$ cat config.mk
export PLATFORM = sky130hd
export DESIGN_NAME = uart_8n1_transceiver_with_rx_fifo_unit
export DESIGN_NICKNAME = d
export VERILOG_FILES = /design/src/rtl/uart8_pkg.sv /design/src/rtl/uart8_8n1_transceiver_with_rx_fifo_unit.sv /design/src/rtl/uart8_rx.sv /design/src/rtl/uart8_ring.sv
export SDC_FILE = /design/constraint.sdc
export NUM_CORES = 1
export LEC_CHECK = 0
export BUFFER_PORTS_ARGS = -buffer_cell sky130_fd_sc_hd__buf_4
export CAP_MARGIN = 20
export CORE_ASPECT_RATIO = 1.75
export CORE_UTILIZATION = 30
export CTS_CLUSTER_DIAMETER = 100
export DETAILED_ROUTE_END_ITERATION = 8
export HOLD_SLACK_MARGIN = 0.03
export PLACE_DENSITY = 0.47
export SYNTH_ARGS = -nofsm -noshare
export SYNTH_HDL_FRONTEND = slang
export SYNTH_SLANG_ARGS = --single-unit
$ cat constraint.sdc
create_clock -name i_clk -period 6.4 [get_ports i_clk]
set_input_delay 1.28 -clock i_clk [delete_from_list [all_inputs] [get_ports i_clk]]
set_output_delay 1.28 -clock i_clk [all_outputs]
set_load 0.05 [all_outputs]
$ cat src/rtl/uart8_pkg.sv
package uart8_pkg;

    localparam int RING_DEPTH = 64;
    localparam int RING_AW    = $clog2(RING_DEPTH);
    localparam int FILL_W     = 6;
    localparam int BP_W       = 16;
    localparam int ADDR_W     = 4;

    localparam logic [1:0] REG_BIT_PERIOD = 2'd0;
    localparam logic [1:0] REG_INVERT     = 2'd1;
    localparam logic [1:0] REG_LISTENING  = 2'd2;

    localparam logic [2:0] FUNC_TICK  = 3'd0;
    localparam logic [2:0] FUNC_READ  = 3'd1;
    localparam logic [2:0] FUNC_PEEK  = 3'd2;
    localparam logic [2:0] FUNC_FLUSH = 3'd3;
    localparam logic [2:0] FUNC_WRITE = 3'd4;

    typedef struct packed {
        logic [2:0] func;
        logic       rx_level;
        logic [7:0] tx_byte;
    } t_in_item;

    typedef struct packed {
        logic              tx_line;
        logic [7:0]        read_data;
        logic              read_valid;
        logic [FILL_W-1:0] fill_count;
        logic              overflow;
        logic              tx_busy;
        logic              write_accepted;
    } t_out_item;

    typedef struct packed {
        logic       push;
        logic       pop;
        logic       flush;
        logic       clear;
        logic [7:0] data;
    } t_ring_ctl;

    typedef struct packed {
        logic              empty;
        logic [7:0]        head_data;
        logic [FILL_W-1:0] fill_next;
        logic              ovf_next;
    } t_ring_sts;

endpackage

$ cat src/rtl/uart8_8n1_transceiver_with_rx_fifo_unit.sv
// 8N1 UART transceiver with a receive FIFO, stepped by beats. A tick beat
// advances receiver and transmitter by one bit-time unit; read, peek, flush
// and write beats are host operations. Every beat gives one result beat, which
// passes through the input register and then the result register. A new beat can be
// taken in every cycle while the result side does not stall, since the whole update
// passes combinationally from the input register to the result register and the FIFO head
// is kept prefetched from its memory. The FIFO holds RING_DEPTH-1 bytes; configuration lies on
// an APB port at 0x0 (bit period), 0x4 (invert logic) and 0x8 (listening).
module uart_8n1_transceiver_with_rx_fifo_unit import uart8_pkg::*; (
    input  logic              i_clk,
    input  logic              i_rst_n,
    input  logic              i_in_valid,
    output logic              o_in_stall,
    input  t_in_item          i_in_data,
    output logic              o_out_valid,
    input  logic              i_out_stall,
    output t_out_item         o_out_data,
    input  logic              psel,
    input  logic              penable,
    input  logic              pwrite,
    input  logic [ADDR_W-1:0] paddr,
    input  logic [31:0]       pwdata,
    output logic [31:0]       prdata,
    output logic              pready
);

    typedef enum logic [1:0] {
        TX_IDLE,
        TX_START,
        TX_DATA,
        TX_STOP
    } t_tx_state;

    logic [BP_W-1:0] r_bit_period;
    logic            r_invert;
    logic            r_listening;

    logic            r_in_valid;
    t_in_item        r_in;
    logic            r_out_valid;
    t_out_item       r_out;

    t_tx_state       r_tx_state;
    logic [BP_W-1:0] r_tx_cnt;
    logic [3:0]      r_tx_idx;
    logic [7:0]      r_tx_shift;

    t_tx_state       n_tx_state;
    logic [BP_W-1:0] n_tx_cnt;
    logic [3:0]      n_tx_idx;
    logic [7:0]      n_tx_shift;
    t_out_item       n_out;

    logic            out_free;
    logic            fire;
    logic            cfg_wr;
    logic [1:0]      cfg_idx;
    logic            tick;
    logic            host_rd;
    logic            rx_push;
    logic [7:0]      rx_push_data;
    t_ring_ctl       ring_ctl;
    t_ring_sts       ring_sts;
    logic [BP_W-1:0] tx_cnt_inc;
    logic [3:0]      tx_idx_inc;
    logic            write_ok;

    assign out_free    = !r_out_valid || !i_out_stall;
    assign fire        = r_in_valid && out_free;
    assign o_in_stall  = r_in_valid && !out_free;
    assign o_out_valid = r_out_valid;
    assign o_out_data  = r_out;

    // Configuration port
    assign pready  = 1'b1;
    assign cfg_wr  = psel && penable && pwrite;
    assign cfg_idx = paddr[3:2];

    always_comb begin
        unique case (cfg_idx)
            REG_BIT_PERIOD: prdata = {16'd0, r_bit_period};
            REG_INVERT:     prdata = {31'd0, r_invert};
            REG_LISTENING:  prdata = {31'd0, r_listening};
            default:        prdata = '0;
        endcase
    end

    always_ff @(posedge i_clk) begin
        if (!i_rst_n) begin
            r_bit_period <= BP_W'(104);
            r_invert     <= 1'b0;
            r_listening  <= 1'b0;
        end else if (cfg_wr) begin
            unique case (cfg_idx)
                REG_BIT_PERIOD: r_bit_period <= pwdata[BP_W-1:0];
                REG_INVERT:     r_invert     <= pwdata[0];
                REG_LISTENING:  r_listening  <= pwdata[0];
                default:        ;
            endcase
        end
    end

    // Input register
    always_ff @(posedge i_clk) begin
        if (!i_rst_n) begin
            r_in_valid <= 1'b0;
        end else if (!o_in_stall) begin
            r_in_valid <= i_in_valid;
        end
    end

    always_ff @(posedge i_clk) begin
        if (!o_in_stall) begin
            r_in <= i_in_data;
        end
    end

    // Receiver and FIFO
    assign tick    = fire && (r_in.func == FUNC_TICK);
    assign host_rd = fire && r_listening && !ring_sts.empty
                     && ((r_in.func == FUNC_READ) || (r_in.func == FUNC_PEEK));

    uart8_rx u_rx (
        .i_clk        (i_clk),
        .i_rst_n      (i_rst_n),
        .i_tick       (tick),
        .i_level      (r_in.rx_level),
        .i_listening  (r_listening),
        .i_invert     (r_invert),
        .i_bit_period (r_bit_period),
        .o_push       (rx_push),
        .o_push_data  (rx_push_data)
    );

    assign ring_ctl.push  = rx_push;
    assign ring_ctl.pop   = host_rd && (r_in.func == FUNC_READ);
    assign ring_ctl.flush = fire && r_listening && (r_in.func == FUNC_FLUSH);
    assign ring_ctl.clear = cfg_wr && (cfg_idx == REG_LISTENING) && pwdata[0]
                            && !r_listening;
    assign ring_ctl.data  = rx_push_data;

    uart8_ring u_ring (
        .i_clk   (i_clk),
        .i_rst_n (i_rst_n),
        .i_ctl   (ring_ctl),
        .o_sts   (ring_sts)
    );

    // Transmitter
    assign tx_cnt_inc = r_tx_cnt + BP_W'(1);
    assign tx_idx_inc = r_tx_idx + 4'd1;
    assign write_ok   = fire && (r_in.func == FUNC_WRITE) && (r_tx_state == TX_IDLE);

    always_comb begin
        n_tx_state = r_tx_state;
        n_tx_cnt   = r_tx_cnt;
        n_tx_idx   = r_tx_idx;
        n_tx_shift = r_tx_shift;
        if (write_ok) begin
            n_tx_shift = r_invert ? ~r_in.tx_byte : r_in.tx_byte;
            n_tx_state = TX_START;
            n_tx_cnt   = '0;
            n_tx_idx   = '0;
        end else if (tick && (r_tx_state != TX_IDLE)) begin
            if (tx_cnt_inc < r_bit_period) begin
                n_tx_cnt = tx_cnt_inc;
            end else begin
                n_tx_cnt = '0;
                unique case (r_tx_state)
                    TX_START: begin
                        n_tx_state = TX_DATA;
                        n_tx_idx   = '0;
                    end
                    TX_DATA: begin
                        n_tx_idx = tx_idx_inc;
                        if (tx_idx_inc >= 4'd8) begin
                            n_tx_state = TX_STOP;
                        end
                    end
                    default: begin
                        n_tx_state = TX_IDLE;
                    end
                endcase
            end
        end
    end

    // Result of the beat being processed
    always_comb begin
        unique case (n_tx_state)
            TX_START: n_out.tx_line = r_invert;
            TX_DATA:  n_out.tx_line = n_tx_shift[n_tx_idx[2:0]];
            default:  n_out.tx_line = !r_invert;
        endcase
        n_out.read_data      = host_rd ? ring_sts.head_data : 8'd0;
        n_out.read_valid     = host_rd;
        n_out.fill_count     = r_listening ? ring_sts.fill_next : '0;
        n_out.overflow       = ring_sts.ovf_next;
        n_out.tx_busy        = (n_tx_state != TX_IDLE);
        n_out.write_accepted = write_ok;
    end

    always_ff @(posedge i_clk) begin
        if (!i_rst_n) begin
            r_tx_state  <= TX_IDLE;
            r_tx_cnt    <= '0;
            r_tx_idx    <= '0;
            r_tx_shift  <= '0;
            r_out_valid <= 1'b0;
        end else begin
            r_tx_state <= n_tx_state;
            r_tx_cnt   <= n_tx_cnt;
            r_tx_idx   <= n_tx_idx;
            r_tx_shift <= n_tx_shift;
            if (fire) begin
                r_out_valid <= 1'b1;
                r_out       <= n_out;
            end else if (!i_out_stall) begin
                r_out_valid <= 1'b0;
            end
        end
    end

endmodule

$ cat src/rtl/uart8_rx.sv
module uart8_rx import uart8_pkg::*; (
    input  logic            i_clk,
    input  logic            i_rst_n,
    input  logic            i_tick,
    input  logic            i_level,
    input  logic            i_listening,
    input  logic            i_invert,
    input  logic [BP_W-1:0] i_bit_period,
    output logic            o_push,
    output logic [7:0]      o_push_data
);

    typedef enum logic [1:0] {
        ST_IDLE,
        ST_FIRST,
        ST_DATA,
        ST_STOP
    } t_rx_state;

    t_rx_state       r_state;
    logic [BP_W-1:0] r_cnt;
    logic [3:0]      r_idx;
    logic [7:0]      r_shift;

    logic [BP_W-1:0] cnt_inc;
    logic [BP_W-1:0] half_period;
    logic [3:0]      idx_inc;

    assign cnt_inc     = r_cnt + BP_W'(1);
    assign half_period = i_bit_period >> 1;
    assign idx_inc     = r_idx + 4'd1;

    assign o_push      = i_tick && i_listening && (r_state == ST_STOP)
                         && (cnt_inc >= i_bit_period);
    assign o_push_data = i_invert ? ~r_shift : r_shift;

    always_ff @(posedge i_clk) begin
        if (!i_rst_n) begin
            r_state <= ST_IDLE;
            r_cnt   <= '0;
            r_idx   <= '0;
            r_shift <= '0;
        end else if (!i_listening) begin
            // A receiver that is switched off drops any frame in progress.
            r_state <= ST_IDLE;
        end else if (i_tick) begin
            unique case (r_state)
                ST_IDLE: begin
                    if (i_level == i_invert) begin
                        r_state <= ST_FIRST;
                        r_cnt   <= '0;
                        r_idx   <= '0;
                        r_shift <= '0;
                    end
                end
                ST_FIRST: begin
                    if (cnt_inc >= half_period) begin
                        r_state <= ST_DATA;
                        r_cnt   <= '0;
                    end else begin
                        r_cnt <= cnt_inc;
                    end
                end
                ST_DATA: begin
                    if (cnt_inc >= i_bit_period) begin
                        r_cnt <= '0;
                        r_shift[r_idx[2:0]] <= r_shift[r_idx[2:0]] | i_level;
                        r_idx <= idx_inc;
                        if (idx_inc >= 4'd8) begin
                            r_state <= ST_STOP;
                        end
                    end else begin
                        r_cnt <= cnt_inc;
                    end
                end
                ST_STOP: begin
                    if (cnt_inc >= i_bit_period) begin
                        r_cnt   <= '0;
                        r_state <= ST_IDLE;
                    end else begin
                        r_cnt <= cnt_inc;
                    end
                end
                default: begin
                    r_state <= ST_IDLE;
                end
            endcase
        end
    end

endmodule

$ cat src/rtl/uart8_ring.sv
module uart8_ring import uart8_pkg::*; (
    input  logic      i_clk,
    input  logic      i_rst_n,
    input  t_ring_ctl i_ctl,
    output t_ring_sts o_sts
);

    logic [7:0]         r_mem [RING_DEPTH];
    logic [7:0]         r_head_data;
    logic [RING_AW-1:0] r_head;
    logic [RING_AW-1:0] r_tail;
    logic               r_ovf;

    logic [RING_AW-1:0] n_head;
    logic [RING_AW-1:0] n_tail;
    logic               n_ovf;
    logic [RING_AW-1:0] tail_next;
    logic               full;
    logic               wr_en;
    logic [RING_AW:0]   fill_wide;

    function automatic logic [RING_AW-1:0] ring_next(input logic [RING_AW-1:0] ptr);
        logic [RING_AW-1:0] res;
        if (ptr == RING_AW'(RING_DEPTH - 1)) begin
            res = '0;
        end else begin
            res = ptr + RING_AW'(1);
        end
        return res;
    endfunction

    assign tail_next = ring_next(r_tail);
    assign full      = (tail_next == r_head);

    always_comb begin
        n_head = r_head;
        n_tail = r_tail;
        n_ovf  = r_ovf;
        wr_en  = 1'b0;
        if (i_ctl.clear) begin
            n_head = '0;
            n_tail = '0;
            n_ovf  = 1'b0;
        end else if (i_ctl.flush) begin
            n_head = '0;
            n_tail = '0;
        end else begin
            if (i_ctl.push) begin
                if (full) begin
                    n_ovf = 1'b1;
                end else begin
                    wr_en  = 1'b1;
                    n_tail = tail_next;
                end
            end
            if (i_ctl.pop) begin
                n_head = ring_next(r_head);
            end
        end
    end

    always_comb begin
        if (n_tail >= n_head) begin
            fill_wide = {1'b0, n_tail} - {1'b0, n_head};
        end else begin
            fill_wide = (RING_AW + 1)'(RING_DEPTH) + {1'b0, n_tail} - {1'b0, n_head};
        end
    end

    assign o_sts.empty     = (r_head == r_tail);
    assign o_sts.head_data = r_head_data;
    assign o_sts.fill_next = FILL_W'(fill_wide[RING_AW-1:0]);
    assign o_sts.ovf_next  = n_ovf;

    // The entry at the head is fetched ahead of time, so a read or peek
    // finds it in a register. A write to the new head address is forwarded.
    always_ff @(posedge i_clk) begin
        if (wr_en) begin
            r_mem[r_tail] <= i_ctl.data;
        end
        if (wr_en && (r_tail == n_head)) begin
            r_head_data <= i_ctl.data;
        end else begin
            r_head_data <= r_mem[n_head];
        end
    end

    always_ff @(posedge i_clk) begin
        if (!i_rst_n) begin
            r_head <= '0;
            r_tail <= '0;
            r_ovf  <= 1'b0;
        end else begin
            r_head <= n_head;
            r_tail <= n_tail;
            r_ovf  <= n_ovf;
        end
    end

endmodule

* Word-level counts from Yosys, hierarchy flattened
Memories as Yosys holds them, arrays and structs flattened. A register that Yosys moved wholly into a read port is not among the register bits.
Cells that the tools add are included.
** Operators by class
- $add $sub $neg :: 9
- Order comparisons :: 9
- Equality and inequality tests :: 24
- Multiplexer cells :: 60
- Bitwise logic cells :: 5
- Reduce and logical (&&, ||, !) cells :: 47
** Operators by type and width (count)
- $pmux W16 S3 :: 2
- $mux W16 :: 4
- $mux W6 :: 10
- $mux W8 :: 5
- $add A16 B1 Y16 const B :: 2
- $logic_and A1 B1 Y1 :: 20
- $mux W2 :: 9
- $ge A16 B15 Y1 :: 1
- $ge A16 B16 Y1 :: 1
- $lt A16 B16 Y1 :: 1
- $not A8 Y8 :: 2
- $pmux W4 S2 :: 2
- $pmux W8 S2 :: 1
- $mux W1 :: 15
- $add A6 B1 Y6 const B :: 2
- $eq A6 B6 Y1 :: 2
- $eq A6 B6 Y1 const B :: 2
- $sub A6 B6 Y6 :: 2
- $eq A2 B2 Y1 const B :: 5
- $ne A2 B1 Y1 const B :: 5
- $reduce_and A2 Y1 :: 5
- $mux W3 :: 3
- $add A4 B1 Y4 const B :: 2
- $bwmux W8 :: 1
- 28 further kinds :: 50
** Storage, ports and cells
- Bits in registers :: 124
- RAM bits :: 512
- Input port bits :: 55
- Output and inout port bits :: 54
- Word-level logic and storage cells :: 182
- Memories :: 1
** Memory list
- u_ring.r_mem :: words 64, width 8, rd ports 1, clocked after memory_dff 1, write ports 1, RTL line uart8_ring.sv:8 : logic [7:0] r_mem [RING_DEPTH];

* Longest topological paths before layout
Gate-level depths: netlist of run 1.
- Depth after elaboration :: 13
- Gate-level depth with buffers :: 26
- Mapped depth without buffers :: 25

* Modules after synthesis
Synthesis of run 1 repeated with hierarchy kept, for this count alone.
** Second synthesis, totals
- Cell total of the unflattened synthesis :: 1764
- Area total of the unflattened synthesis :: 27858.0 µm²
** Modules (own cells, without submodules)
- uart8_ring :: instances 1, cells an instance 992, area each 21097.7 µm², seq. area each 15755.1 µm²
- uart_8n1_transceiver_with_rx_fifo_unit :: instances 1, cells an instance 445, area each 4180.3 µm², seq. area each 1931.9 µm²
- uart8_rx :: instances 1, cells an instance 327, area each 2580.0 µm², seq. area each 600.6 µm²

* Worst setup path after synthesis of run 1
No wires, ideal clock.
- Path kind :: reg-to-reg
- Start :: reg u_rx.r_cnt[0]
- End :: reg r_out, in the netlist o_out_data[7] (data pin)
- Setup time :: 0.254 ns
- Arrival time :: 4.296 ns
- Data required time :: 6.146 ns
- Slack :: 1.850 ns
- Stages on the path, launching flop included :: 24
- Path buffers :: 0
- Clock period less this slack :: 4.550 ns
- Cell sequence :: dfxtp_1 ha_1 nand2_1 nor2_1 and3_1 and3_1 nor2b_1 or2_2 ha_1 a21o_1 a21o_1 a211oi_1 o31ai_1 a21oi_1 or3_4 or3_1 a21o_1 ha_1 fa_1 inv_1 a21o_1 a21oi_1 xor2_1 nor2_1
** On the way
- Cells in the longest elaborated chain, start to end :: 9
- Elaborated cells between the ends (all ways) :: 11
- Those cells by class :: add/sub: 4; order compare: 2; mux: 4; reduce/logical: 1
** RTL lines
- start: declaration :: RTL line uart8_rx.sv:21 : logic [BP_W-1:0] r_cnt;
- start signal: assignment :: RTL line uart8_rx.sv:61 : r_cnt <= cnt_inc;
- start signal: assignment :: RTL line uart8_rx.sv:73 : r_cnt <= cnt_inc;
- start signal: assignment :: RTL line uart8_rx.sv:81 : r_cnt <= cnt_inc;
- $add A16 B1 Y16 * :: RTL line uart8_rx.sv:29 : assign cnt_inc = r_cnt + BP_W'(1);
- $ge A16 B16 Y1 * :: RTL line uart8_rx.sv:34 : && (cnt_inc >= i_bit_period);
- $logic_and A1 B1 Y1 * :: RTL line uart8_rx.sv:34
- $mux W6 * :: RTL line uart8_ring.sv:48 : if (i_ctl.push) begin
- $mux W6 * :: RTL line uart8_ring.sv:44 : end else if (i_ctl.flush) begin
- $mux W6 * :: RTL line uart8_ring.sv:40 : if (i_ctl.clear) begin
- $add A1 B6 Y6 :: RTL line uart8_ring.sv:66 : fill_wide = (RING_AW + 1)'(RING_DEPTH) + {1'b0, n_tail} - {1'b0, n_head};
- $sub A6 B6 Y6 :: RTL line uart8_ring.sv:66
- $mux W6 * :: RTL line uart8_ring.sv:63 : if (n_tail >= n_head) begin
- end signal: assignment :: RTL line uart8_8n1_transceiver_with_rx_fifo_unit.sv:217 : r_out <= n_out;
- end: declaration :: RTL line uart8_8n1_transceiver_with_rx_fifo_unit.sv:41 : t_out_item r_out;
Every way passes the cells marked *; elsewhere a longest branch is shown, timed or not.
A chain may end at the register's enable or synchronous reset.

* Final worst setup path of run 1
- Start :: reg u_rx.r_cnt[0]
- End :: reg r_out, in the netlist o_out_data[8] (data pin)
** On the way
- Cells in the longest elaborated chain, start to end :: 9
- Elaborated cells between the ends (all ways) :: 11
- Those cells by class :: add/sub: 4; order compare: 2; mux: 4; reduce/logical: 1
** RTL lines
- $add A16 B1 Y16 * :: RTL line uart8_rx.sv:29
- $ge A16 B16 Y1 * :: RTL line uart8_rx.sv:34
- $logic_and A1 B1 Y1 * :: RTL line uart8_rx.sv:34
- $mux W6 * :: RTL line uart8_ring.sv:48
- $mux W6 * :: RTL line uart8_ring.sv:44
- $mux W6 * :: RTL line uart8_ring.sv:40
- named net u_ring.n_tail[1] :: RTL line uart8_ring.sv:15 : logic [RING_AW-1:0] n_tail;
- $add A1 B6 Y6 :: RTL line uart8_ring.sv:66
- $sub A6 B6 Y6 :: RTL line uart8_ring.sv:66
- $mux W6 * :: RTL line uart8_ring.sv:63
The timed path passes the listed nets; every way through them passes the cells marked *.

==> results of run 1 <==
==> final cells by class <==
class,count,share of cell area
inverters,40,0.00467
repair buffers,145,0.0348
clock buffers,66,0.0481
multi-input cells,942,0.278
well taps,1192,0.0464
clock inverters,50,0.0185
flip-flops and latches,642,0.569
==> registers in the layout, summed over array words and instances (netlist names), named ones only <==
name,cells
o_out_data,19
o_out_valid,1
r_bit_period,16
r_in,12
r_in_valid,1
r_invert,1
r_listening,1
r_tx_cnt,16
r_tx_idx,4
r_tx_shift,8
r_tx_state,2
u_ring.r_head,6
u_ring.r_mem,512
u_ring.r_ovf,1
u_ring.r_tail,6
u_rx.r_cnt,16
u_rx.r_idx,4
u_rx.r_shift,8
u_rx.r_state,2
==> worst max-delay path, cell delays in order, from the launching register on <==
cell and delay [ns]:
dfxtp_1 0.46, ha_1 0.24, nand2_1 0.11, nor2_1 0.16
and3_1 0.20, and3_1 0.24, nor2b_1 0.07, or2_2 0.33
ha_1 0.30, a21o_1 0.16, a21o_1 0.17, a211oi_1 0.24
o31ai_1 0.11, a21oi_1 0.25, or3_4 0.32, mux2i_1 0.29
nor2_1 0.07, ha_1 0.30, a21o_1 0.20, a21oi_1 0.22
o21bai_1 0.09, a21oi_1 0.18, xnor2_1 0.15, nand2b_1 0.12
mux2i_1 0.07
==> worst max-delay path by stage <==
stage / from / to / slack [ns] / cells after the start
floorplan: u_rx.r_cnt[0] / o_out_data[7] / 1.85 / 23
global placement: u_rx.r_cnt[0] / o_out_data[8] / 1.06 / 24
detailed placement: u_rx.r_cnt[0] / o_out_data[8] / 1.07 / 24
CTS: u_rx.r_cnt[0] / o_out_data[8] / 1.03 / 24
global route: u_rx.r_cnt[0] / o_out_data[8] / 0.69 / 24
finish: u_rx.r_cnt[0] / o_out_data[8] / 1.10 / 24
==> cells in the mapped netlist (24+ instances only) <==
cell / instances
nor3_1: 33
a21oi_1: 47
xor2_1: 41
nor2_1: 130
nand3_1: 30
clkbuf_1: 36
dfxtp_1: 99
edfxtp_1: 543
xnor2_1: 35
nand2_1: 114
mux4_2: 168
inv_1: 38
ha_1: 67
buf_2: 24
==> power groups by stage <==
| stage | sequential, mW | clock (mW) | combinational [mW] |
|---|---|---|---|
| floorplan | 4.60 | 0 | 0.0777 |
| global placement | 4.59 | 0 | 0.131 |
| detailed placement | 4.59 | 0 | 0.133 |
| CTS | 4.50 | 3.97 | 0.134 |
| global route | 4.50 | 4.11 | 0.142 |
| finish | 4.50 | 3.86 | 0.132 |
==> routing by layer <==
layer	up-vias	GRT usage	routed length (um)
met5	-	0	0
met4	0	0.0440	1610
met3	83	0.0209	2390
met2	296	0.299	40000
met1	7670	0.173	26800
li1	6856	-	-
==> kinds of logic after synthesis <==
family / Yosys count
XOR/XNOR: 78
AO/OA/AOI/OAI: 161
adder cells (fa/ha/maj): 68
AND/OR/NAND/NOR: 435
buffers and inverters: 138
multiplexers: 183
flip-flops: 642
other: 2
==> per-stage QoR <==
| step | utilization | power (mW) | cells | worst slack [ns] | area (um^2) |
|---|---|---|---|---|---|
| finish | 0.351 | 8.49 | 3077 | 1.10 | 32100 |
| global route | 0.351 | 8.75 | 3077 | 0.686 | 32100 |
| CTS | 0.351 | 8.61 | 3076 | 1.03 | 32100 |
| detailed placement | 0.327 | 4.72 | 2960 | 1.07 | 30000 |
| global placement | 0.327 | 4.72 | 2960 | 1.06 | 30000 |
| floorplan | - | 4.68 | 1722 | 1.85 | 27700 |
==> run_results.csv, run 1 <==
group,metric,value,unit
critical_path,r2r-start,"u_rx.r_cnt[0]",
critical_path,cp-start-kind,"flop",
floorplan,pin_count,109,
clock_tree,h-tree-depth,2,
clock_tree,numCtsBuffers,61,
critical_path,rrSetupSlack,1.10,ns
power_and_ir_drop,ir_drop,0.221,mV
power_and_ir_drop,power_density,264,nW/um^2
route,via_per_inst,4.84,
placed_design,port_buffers,73,
power_and_ir_drop,netSwitchingPower,1.79,mW
sta,finClkSkew,0.0168,ns
critical_path,required,6.80,ns
route,drt-pass1-iter-count,7,
floorplan,start_util,0.302,
power_and_ir_drop,p_leak,11.6,nW
sta,hold_ws,0.455,ns
critical_path,critPathKind,"reg -> reg",
hold_path,worstHoldPathType,"reg -> reg",
sta,min_period,5.30,ns
route,drc_errors,0,
critical_path,r2r_end,"o_out_data[8]",
power_and_ir_drop,p_comb_frac,0.016,
route,routed_wl,70900,um
sta,max_slew_margin,0.293,
synthesis,yosysWarnings,0,
synthesis,synth_top_area_share,0.590,
floorplan,die_w,232,um
route,vias,14900,
sta,rsz0062_at_grt,"false",
power_and_ir_drop,p_seq_frac,0.530,
clock_tree,clockBufferDepth,3,
route,drt_iter0_markers,853,
clock_tree,cts_root_buf,"clkbuf_16",
floorplan,coreArea,91600,um^2
sta,hold_viol,0,
cells_and_area,regArea,18300,um^2
synthesis,synth_seq_cells,642,
global_route,grt_overflow,0,
cells_and_area,layout_common_cells,"edfxtp_1 (543), mux4_2 (168), buf_4 (142)",
synthesis,synthXorXnorAreaFrac,0.0252,
synthesis,ys.flop_type,"edfxtp_1",
cells_and_area,drive_above_1_share,0.247,
cells_and_area,area.growth.synth_to_final,16.2,%
synthesis,syn_avg_cell_area,16.2,um^2
flow_run,cap_violations,0,
critical_path,critPathMaxFanout,13,
global_route,grt_pass1_wl,106000,um
cells_and_area,multiInputGateArea,8940,um^2
power_and_ir_drop,switching_share,0.211,
synthesis,yosysUniqueCellTypes,79,
clock_tree,clock_latency,0.65,ns
synthesis,synth_area,27700,um^2
placed_design,routabilityCongestion,0.803,
sta,setup_viol,0,
power_and_ir_drop,pwr-share-clk,0.455,
critical_path,reg2regPathDepth,24,
synthesis,async_reset_ff_frac,0,
placed_design,dp_hpwl,47300,um
synthesis,yosys.area_share.simple,0.0774,
status,status,"complete, no violations",
clock_tree,cts_tree,"yes",
clock_tree,holdBufCountCts,0,
sta,fmax,0.189,GHz
sta,tightest_slew,1.06,ns
synthesis,synth_enable_flop_cells,543,
sta,slew_violations,0,
hold_path,hp-start,"r_bit_period[10]",
synthesis,synth_cells,1707,
global_route,grt_max_degree,85,
cells_and_area,final_common_cell,"edfxtp_1",
global_route,grt_pass1_vias,15800,
sta,timing.final.crit_share,0.827,
critical_path,worstSetupEndpointType,"flop",
synthesis,synth_top_family_by_area,"multiplexers",
route,drtAntennaViolNets,0,
synthesis,synth_area_leaders,"edfxtp_1 (59%), mux4_2 (14%), dfxtp_1 (7.2%), ha_1 (3.0%), nor2_1 (1.8%)",
clock_tree,clock_sinks,642,
floorplan,fp-row-count,147,
hold_path,min_to,"r_bit_period[10]",
cells_and_area,nFillCells,8739,
hold_path,whs_path_depth,2,
global_route,antenna_found_initial,1,
clock_tree,cts_resized,0,
synthesis,ys_seq_area_frac,0.661,
power_and_ir_drop,cellInternalPower,6.70,mW
clock_tree,cts.clk_slew.worst_paths,0.07,ns
route,drt-wirelength-per-cell,23.0,um
global_route,grt_usage,0.155,
sta,tns,0,ns
clock_tree,post-cts-setup-buffers,0,
synthesis,synth-compound-area-share,0.0392,
cells_and_area,nets,1955,
floorplan,die-area,93500,um^2
critical_path,critPathArrivalTime,5.70,ns
synthesis,synth_top_cell_by_area,"edfxtp_1",
cells_and_area,num_antenna_cells,0,
synthesis,synthAdderAreaFrac,0.0310,
synthesis,synthMuxAreaShare,0.142,
floorplan,die_h,404,um
Note: power is estimated with default switching activity, not from simulation.
==> run 2, diff against run 1 <==
- PLACE_DENSITY: 0.47 -> 0.48
- clock period: 6.4 -> 4.8 ns (I/O delays scaled with it)
==> run 2 against run 1 <==
Against the previous run: via count rose by 3.0%; largest cell class unchanged; flip-flop and latch count did not move; sequential power rose by 33%; sequential share of layout area fell by 1.3 points; utilization rose by 0.84 points; design area rose by 2.4%; clock skew rose by 0.014 ns; critical endpoint unchanged; wire length rose by 0.72%.
==> run_results.csv, run 2 (synthesis gave the netlist of run 1 again) <==
group,metric,value,unit
power_and_ir_drop,netSwitchingPower,2.41,mW
route,drt-pass1-iter-count,4,
sta,slew_violations,0,
global_route,grt_pass1_wl,107000,um
cells_and_area,fin_util,0.359,
floorplan,start_util,0.302,
floorplan,pin_count,109,
power_and_ir_drop,switching_share,0.211,
sta,fmax,0.216,GHz
route,drt-wirelength-per-cell,22.7,um
status,status,"complete, no violations",
cells_and_area,drive_above_1_share,0.279,
global_route,grt_usage,0.156,
critical_path,cpMaxStageDelayCell,"a2111oi_4",
clock_tree,clock_latency,0.64,ns
clock_tree,cts_root_buf,"clkbuf_16",
clock_tree,h-tree-depth,3,
route,wl_met2,41400,um
route,vias,15400,
cells_and_area,regArea,18300,um^2
sta,finClkSkew,0.0309,ns
power_and_ir_drop,power_density,347,nW/um^2
clock_tree,numCtsBuffers,67,
critical_path,required,5.20,ns
sta,rsz0062_at_grt,"true",
critical_path,critPathMaxFanout,6,
flow_run,cap_violations,0,
global_route,grt_overflow,0,
critical_path,startpoint,"u_rx.r_cnt[0]",
cells_and_area,num_antenna_cells,0,
hold_path,whs_path_depth,2,
power_and_ir_drop,pwr-share-clk,0.459,
placed_design,port_buffers,73,
cells_and_area,regMostFlops,"u_ring.r_mem",
sta,setup_viol,0,
sta,setup_ws,0.167,ns
critical_path,cp-start-kind,"flop",
critical_path,critPathTopFamily,"simple AND/OR/NAND/NOR gates",
floorplan,die_h,404,um
cells_and_area,largest_reg_flops,512,
power_and_ir_drop,ir_drop,0.239,mV
power_and_ir_drop,p_seq_frac,0.525,
cells_and_area,nFillCells,8738,
cells_and_area,multiInputGateArea,9110,um^2
critical_path,reg2regPathDepth,22,
critical_path,r2r_end,"o_out_data[8]",
critical_path,rrSetupSlack,0.17,ns
clock_tree,cts_tree,"yes",
sta,timing.final.crit_share,0.965,
placed_design,dp_hpwl,49200,um
sta,max_slew_margin,0.303,
global_route,grt_max_degree,74,
placed_design,routabilityCongestion,0.843,
floorplan,die-area,93500,um^2
critical_path,path_cells,"buf_4 -> and3_1 -> and4_4 -> and4_4 -> nand2_1 -> xnor2_1 -> ha_1 -> nand4_1 -> a2111oi_4 -> a21oi_2 -> or3_4 -> or3_4 -> a21o_1 -> ha_2 -> inv_1 -> a21o_1 -> a21oi_2 -> o21bai_1 -> a21oi_2 -> xnor2_1 -> nand2b_1 -> mux2i_1",
hold_path,min_to,"r_bit_period[15]",
critical_path,critPathKind,"reg -> reg",
floorplan,die_w,232,um
critical_path,crit_top_cell,"a21oi_2",
sta,min_period,4.63,ns
sta,tightest_slew,1.04,ns
sta,hold_viol,0,
power_and_ir_drop,p_comb_frac,0.016,
hold_path,worstHoldPathType,"reg -> reg",
clock_tree,clock_sinks,642,
critical_path,critPathArrivalTime,5.03,ns
critical_path,cp.depth,22,
cells_and_area,final_common_cell,"edfxtp_1",
power_and_ir_drop,p_leak,12.0,nW
power_and_ir_drop,power.total,11.4,mW
route,via_per_inst,4.89,
power_and_ir_drop,cellInternalPower,9.01,mW
route,drtAntennaViolNets,0,
route,drt-met1-wl,25400,um
route,routed_wl,71400,um
clock_tree,holdBufCountCts,0,
cells_and_area,area.growth.synth_to_final,19.0,%
route,drc_errors,0,
hold_path,hp-start,"r_bit_period[15]",
global_route,grt_pass1_vias,16400,
placed_design,dp_slack,-0.186,ns
clock_tree,cts.clk_slew.worst_paths,0.07,ns
sta,hold_ws,0.454,ns
critical_path,cpPeakStageDelay,0.40,ns
critical_path,worstSetupEndpointType,"flop",
floorplan,coreArea,91600,um^2
cells_and_area,nets,2020,
critical_path,path_buf_inv,2,
route,drt_iter0_markers,925,
floorplan,fp-row-count,147,
route,wl_met3,2840,um
critical_path,r2r-start,"u_rx.r_cnt[0]",
clock_tree,clockBufferDepth,3,
route,routed.top_layer,"met4",
global_route,antenna_found_initial,1,
cells_and_area,layout_common_cells,"edfxtp_1 (543), buf_4 (192), mux4_2 (168)",
## run 2: worst max-delay path by stage
stage,to
2_1_floorplan,o_out_data[7]
3_3_place_gp,o_out_data[8]
3_5_place_dp,o_out_data[8]
4_1_cts,o_out_data[8]
5_1_grt,o_out_data[8]
6_report,o_out_data[8]
## run 2: per-stage QoR
| stage | instances | instance area, um^2 | setup TNS, ns |
|---|---|---|---|
| after detailed placement | 3016 | 30500 | -0.326 |
| after floorplan | 1722 | 27700 | 0 |
| final | 3139 | 32900 | 0 |
| after global placement | 3016 | 30500 | -0.194 |
| after CTS | 3137 | 32700 | 0 |
| after global routing | 3139 | 32900 | -0.346 |
## run 2: area by class of cell
cell class	count	area share
multi-input cells	942	0.277
clock inverters	47	0.0150
flip-flops and latches	642	0.556
well taps	1192	0.0453
clock buffers	72	0.0515
inverters	40	0.00456
repair buffers	204	0.0506
## run 2: layer usage
metal | vias to the layer above | track usage
met5 | - | 0
met4 | 0 | 0.0554
met3 | 82 | 0.0258
met2 | 361 | 0.306
met1 | 7913 | 0.163
li1 | 6996 | -
## run 2: timing repair
item                       in CTS  in global routing
buffers inserted                2                  1
setup endpoints to repair       4                 10
pin swaps                       4                  8
resized for setup               5                 29
## run 2: worst min-delay path: stages (launching register included)
cell	delay [ns]
dfxtp_1	0.31
nand2_1	0.05
a21oi_1	0.05
## run 2: power by group through the flow
stage | logic, mW | clock network, mW | registers (mW)
3_3_place_gp | 0.174 | 0 | 6.12
4_1_cts | 0.179 | 5.41 | 6.00
2_1_floorplan | 0.104 | 0 | 6.14
6_report | 0.179 | 5.24 | 6.00
3_5_place_dp | 0.178 | 0 | 6.12
5_1_grt | 0.193 | 5.61 | 6.00
==> run 3, diff against run 2 <==
- CTS_BUF_LIST: default -> sky130_fd_sc_hd__clkbuf_16
==> run 3 against run 2 <==
Against the previous run: register-to-register slack about the same; critical path depth unchanged; count of clock-buffer cells in the layout decreased by 5; flip-flop and latch count unchanged; highest routed layer unchanged.
==> run_results.csv, run 3 (synthesis gave the netlist of run 1 again) <==
group,metric,value,unit
critical_path,required,5.20,ns
clock_tree,cts.clk_slew.worst_paths,0.07,ns
floorplan,die-area,93500,um^2
clock_tree,h-tree-depth,3,
flow_run,cap_violations,0,
route,drc_errors,0,
global_route,antenna_found_initial,1,
placed_design,port_buffers,73,
sta,tightest_slew,1.04,ns
sta,hold_ws,0.454,ns
placed_design,place_area,30500,um^2
hold_path,worstHoldPathType,"reg -> reg",
critical_path,critPathKind,"reg -> reg",
cells_and_area,design_area,32900,um^2
critical_path,worstSetupEndpointType,"flop",
sta,tns,0,ns
placed_design,dpl.cell_count,3016,
route,routed_wl,71300,um
cells_and_area,largest_reg_flops,512,
cells_and_area,area.growth.synth_to_final,19.0,%
sta,max_slew_margin,0.303,
cells_and_area,nets,2020,
sta,min_period,4.63,ns
sta,timing.final.crit_share,0.965,
sta,setup_viol,0,
placed_design,dp_hpwl,49200,um
route,via_per_inst,4.89,
cells_and_area,final_common_cell,"edfxtp_1",
sta,finClkSkew,0.0308,ns
cells_and_area,nFillCells,8738,
route,drt-pass1-iter-count,5,
status,status,"complete, no violations",
route,drtAntennaViolNets,0,
placed_design,routabilityCongestion,0.843,
global_route,grt_max_degree,74,
route,drt-wirelength-per-cell,22.7,um
critical_path,critPathMaxFanout,6,
cells_and_area,regMostFlops,"u_ring.r_mem",
clock_tree,clock_sinks,642,
power_and_ir_drop,ir_drop,0.239,mV
critical_path,cp-start-kind,"flop",
sta,slew_violations,0,
cells_and_area,finalNonFillerCells,3139,
floorplan,die_h,404,um
cells_and_area,drive_above_1_share,0.279,
sta,hold_viol,0,
critical_path,critPathArrivalTime,5.03,ns
clock_tree,cts_tree,"yes",
clock_tree,numCtsBuffers,67,
floorplan,start_util,0.302,
floorplan,coreArea,91600,um^2
cells_and_area,num_antenna_cells,0,
global_route,grt_pass1_wl,107000,um
clock_tree,clockBufferDepth,3,
global_route,grt_overflow,0,
floorplan,die_w,232,um
power_and_ir_drop,p_leak,12.0,nW
power_and_ir_drop,power_density,347,nW/um^2
cells_and_area,layout_common_cells,"edfxtp_1 (543), buf_4 (192), mux4_2 (168)",
clock_tree,holdBufCountCts,0,
global_route,grt_usage,0.156,
clock_tree,clock_latency,0.64,ns
global_route,grt_pass1_vias,16400,
power_and_ir_drop,power.total,11.4,mW
sta,fmax,0.216,GHz
clock_tree,cts_root_buf,"clkbuf_16",
floorplan,pin_count,109,
route,drt_iter0_markers,924,
floorplan,fp-row-count,147,
route,vias,15300,
sta,rsz0062_at_grt,"true",
-- run 3: cell count changes in the layout (fill, tap and decap cells not counted), sizes merged --
cell,previous run,this run
clkbuf,73,68
inv,45,50
-- run 3: power breakdown --
group | internal [mW] | switching [mW]
sequential | 5.99 | 0.0110
clock | 2.96 | 2.27
combinational | 0.0482 | 0.130
total | 9.00 | 2.42
-- run 3: worst max-delay path, cell delays in order, from the launching register on --
cell and delay, ns:
dfxtp_2 0.33, buf_4 0.14, and3_1 0.17, and4_4 0.27, and4_4 0.25, nand2_1 0.07, xnor2_1 0.15, ha_1 0.31
nand4_1 0.19, a2111oi_4 0.40, a21oi_2 0.13, or3_4 0.38, or3_4 0.34, a21o_1 0.21, ha_2 0.20, inv_1 0.05
a21o_1 0.11, a21oi_2 0.06, o21bai_1 0.16, a21oi_2 0.09, xnor2_1 0.18, nand2b_1 0.12, mux2i_1 0.06
-- run 3: layout make-up --
class | count | area [um^2] | area share
Clock buffer | 67 | 1680 | 0.0509
Clock inverter | 52 | 512 | 0.0156
Inverter | 40 | 150 | 0.00456
Multi-Input combinational cell | 942 | 9110 | 0.277
Sequential cell | 642 | 18300 | 0.556
Tap cell | 1192 | 1490 | 0.0453
Timing Repair Buffer | 204 | 1670 | 0.0506
-- run 3: repair_timing --
action | in CTS | in global routing
gates resized for setup | 5 | 29
buffers inserted | 2 | 1
pin swaps | 4 | 8
endpoints found under the setup margin | 4 | 10
-- run 3: final timing paths --
kind                                          to  cells after the start  slack (ns)             start
worst max register to register     o_out_data[8]                     22        0.17     u_rx.r_cnt[0]
worst max-delay path               o_out_data[8]                     22        0.17     u_rx.r_cnt[0]
worst min register to register  r_bit_period[15]                      2        0.45  r_bit_period[15]
worst min-delay path            r_bit_period[15]                      2        0.45  r_bit_period[15]
-- run 3: per-layer routing --
layer / share of wire / vias up / track usage
met3: 0.038 / 84 / 0.0258
met5: 0 / - / 0
met2: 0.58 / 347 / 0.306
met4: 0.025 / 0 / 0.0554
met1: 0.36 / 7914 / 0.163
li1: - / 6998 / -
-- run 3: through the flow --
stage / util / setup slack [ns]
6_report: 0.359 / 0.167
2_1_floorplan: - / 0.250
5_1_grt: 0.359 / -0.153
3_5_place_dp: 0.333 / -0.186
4_1_cts: 0.357 / 0.00390
3_3_place_gp: 0.333 / -0.173
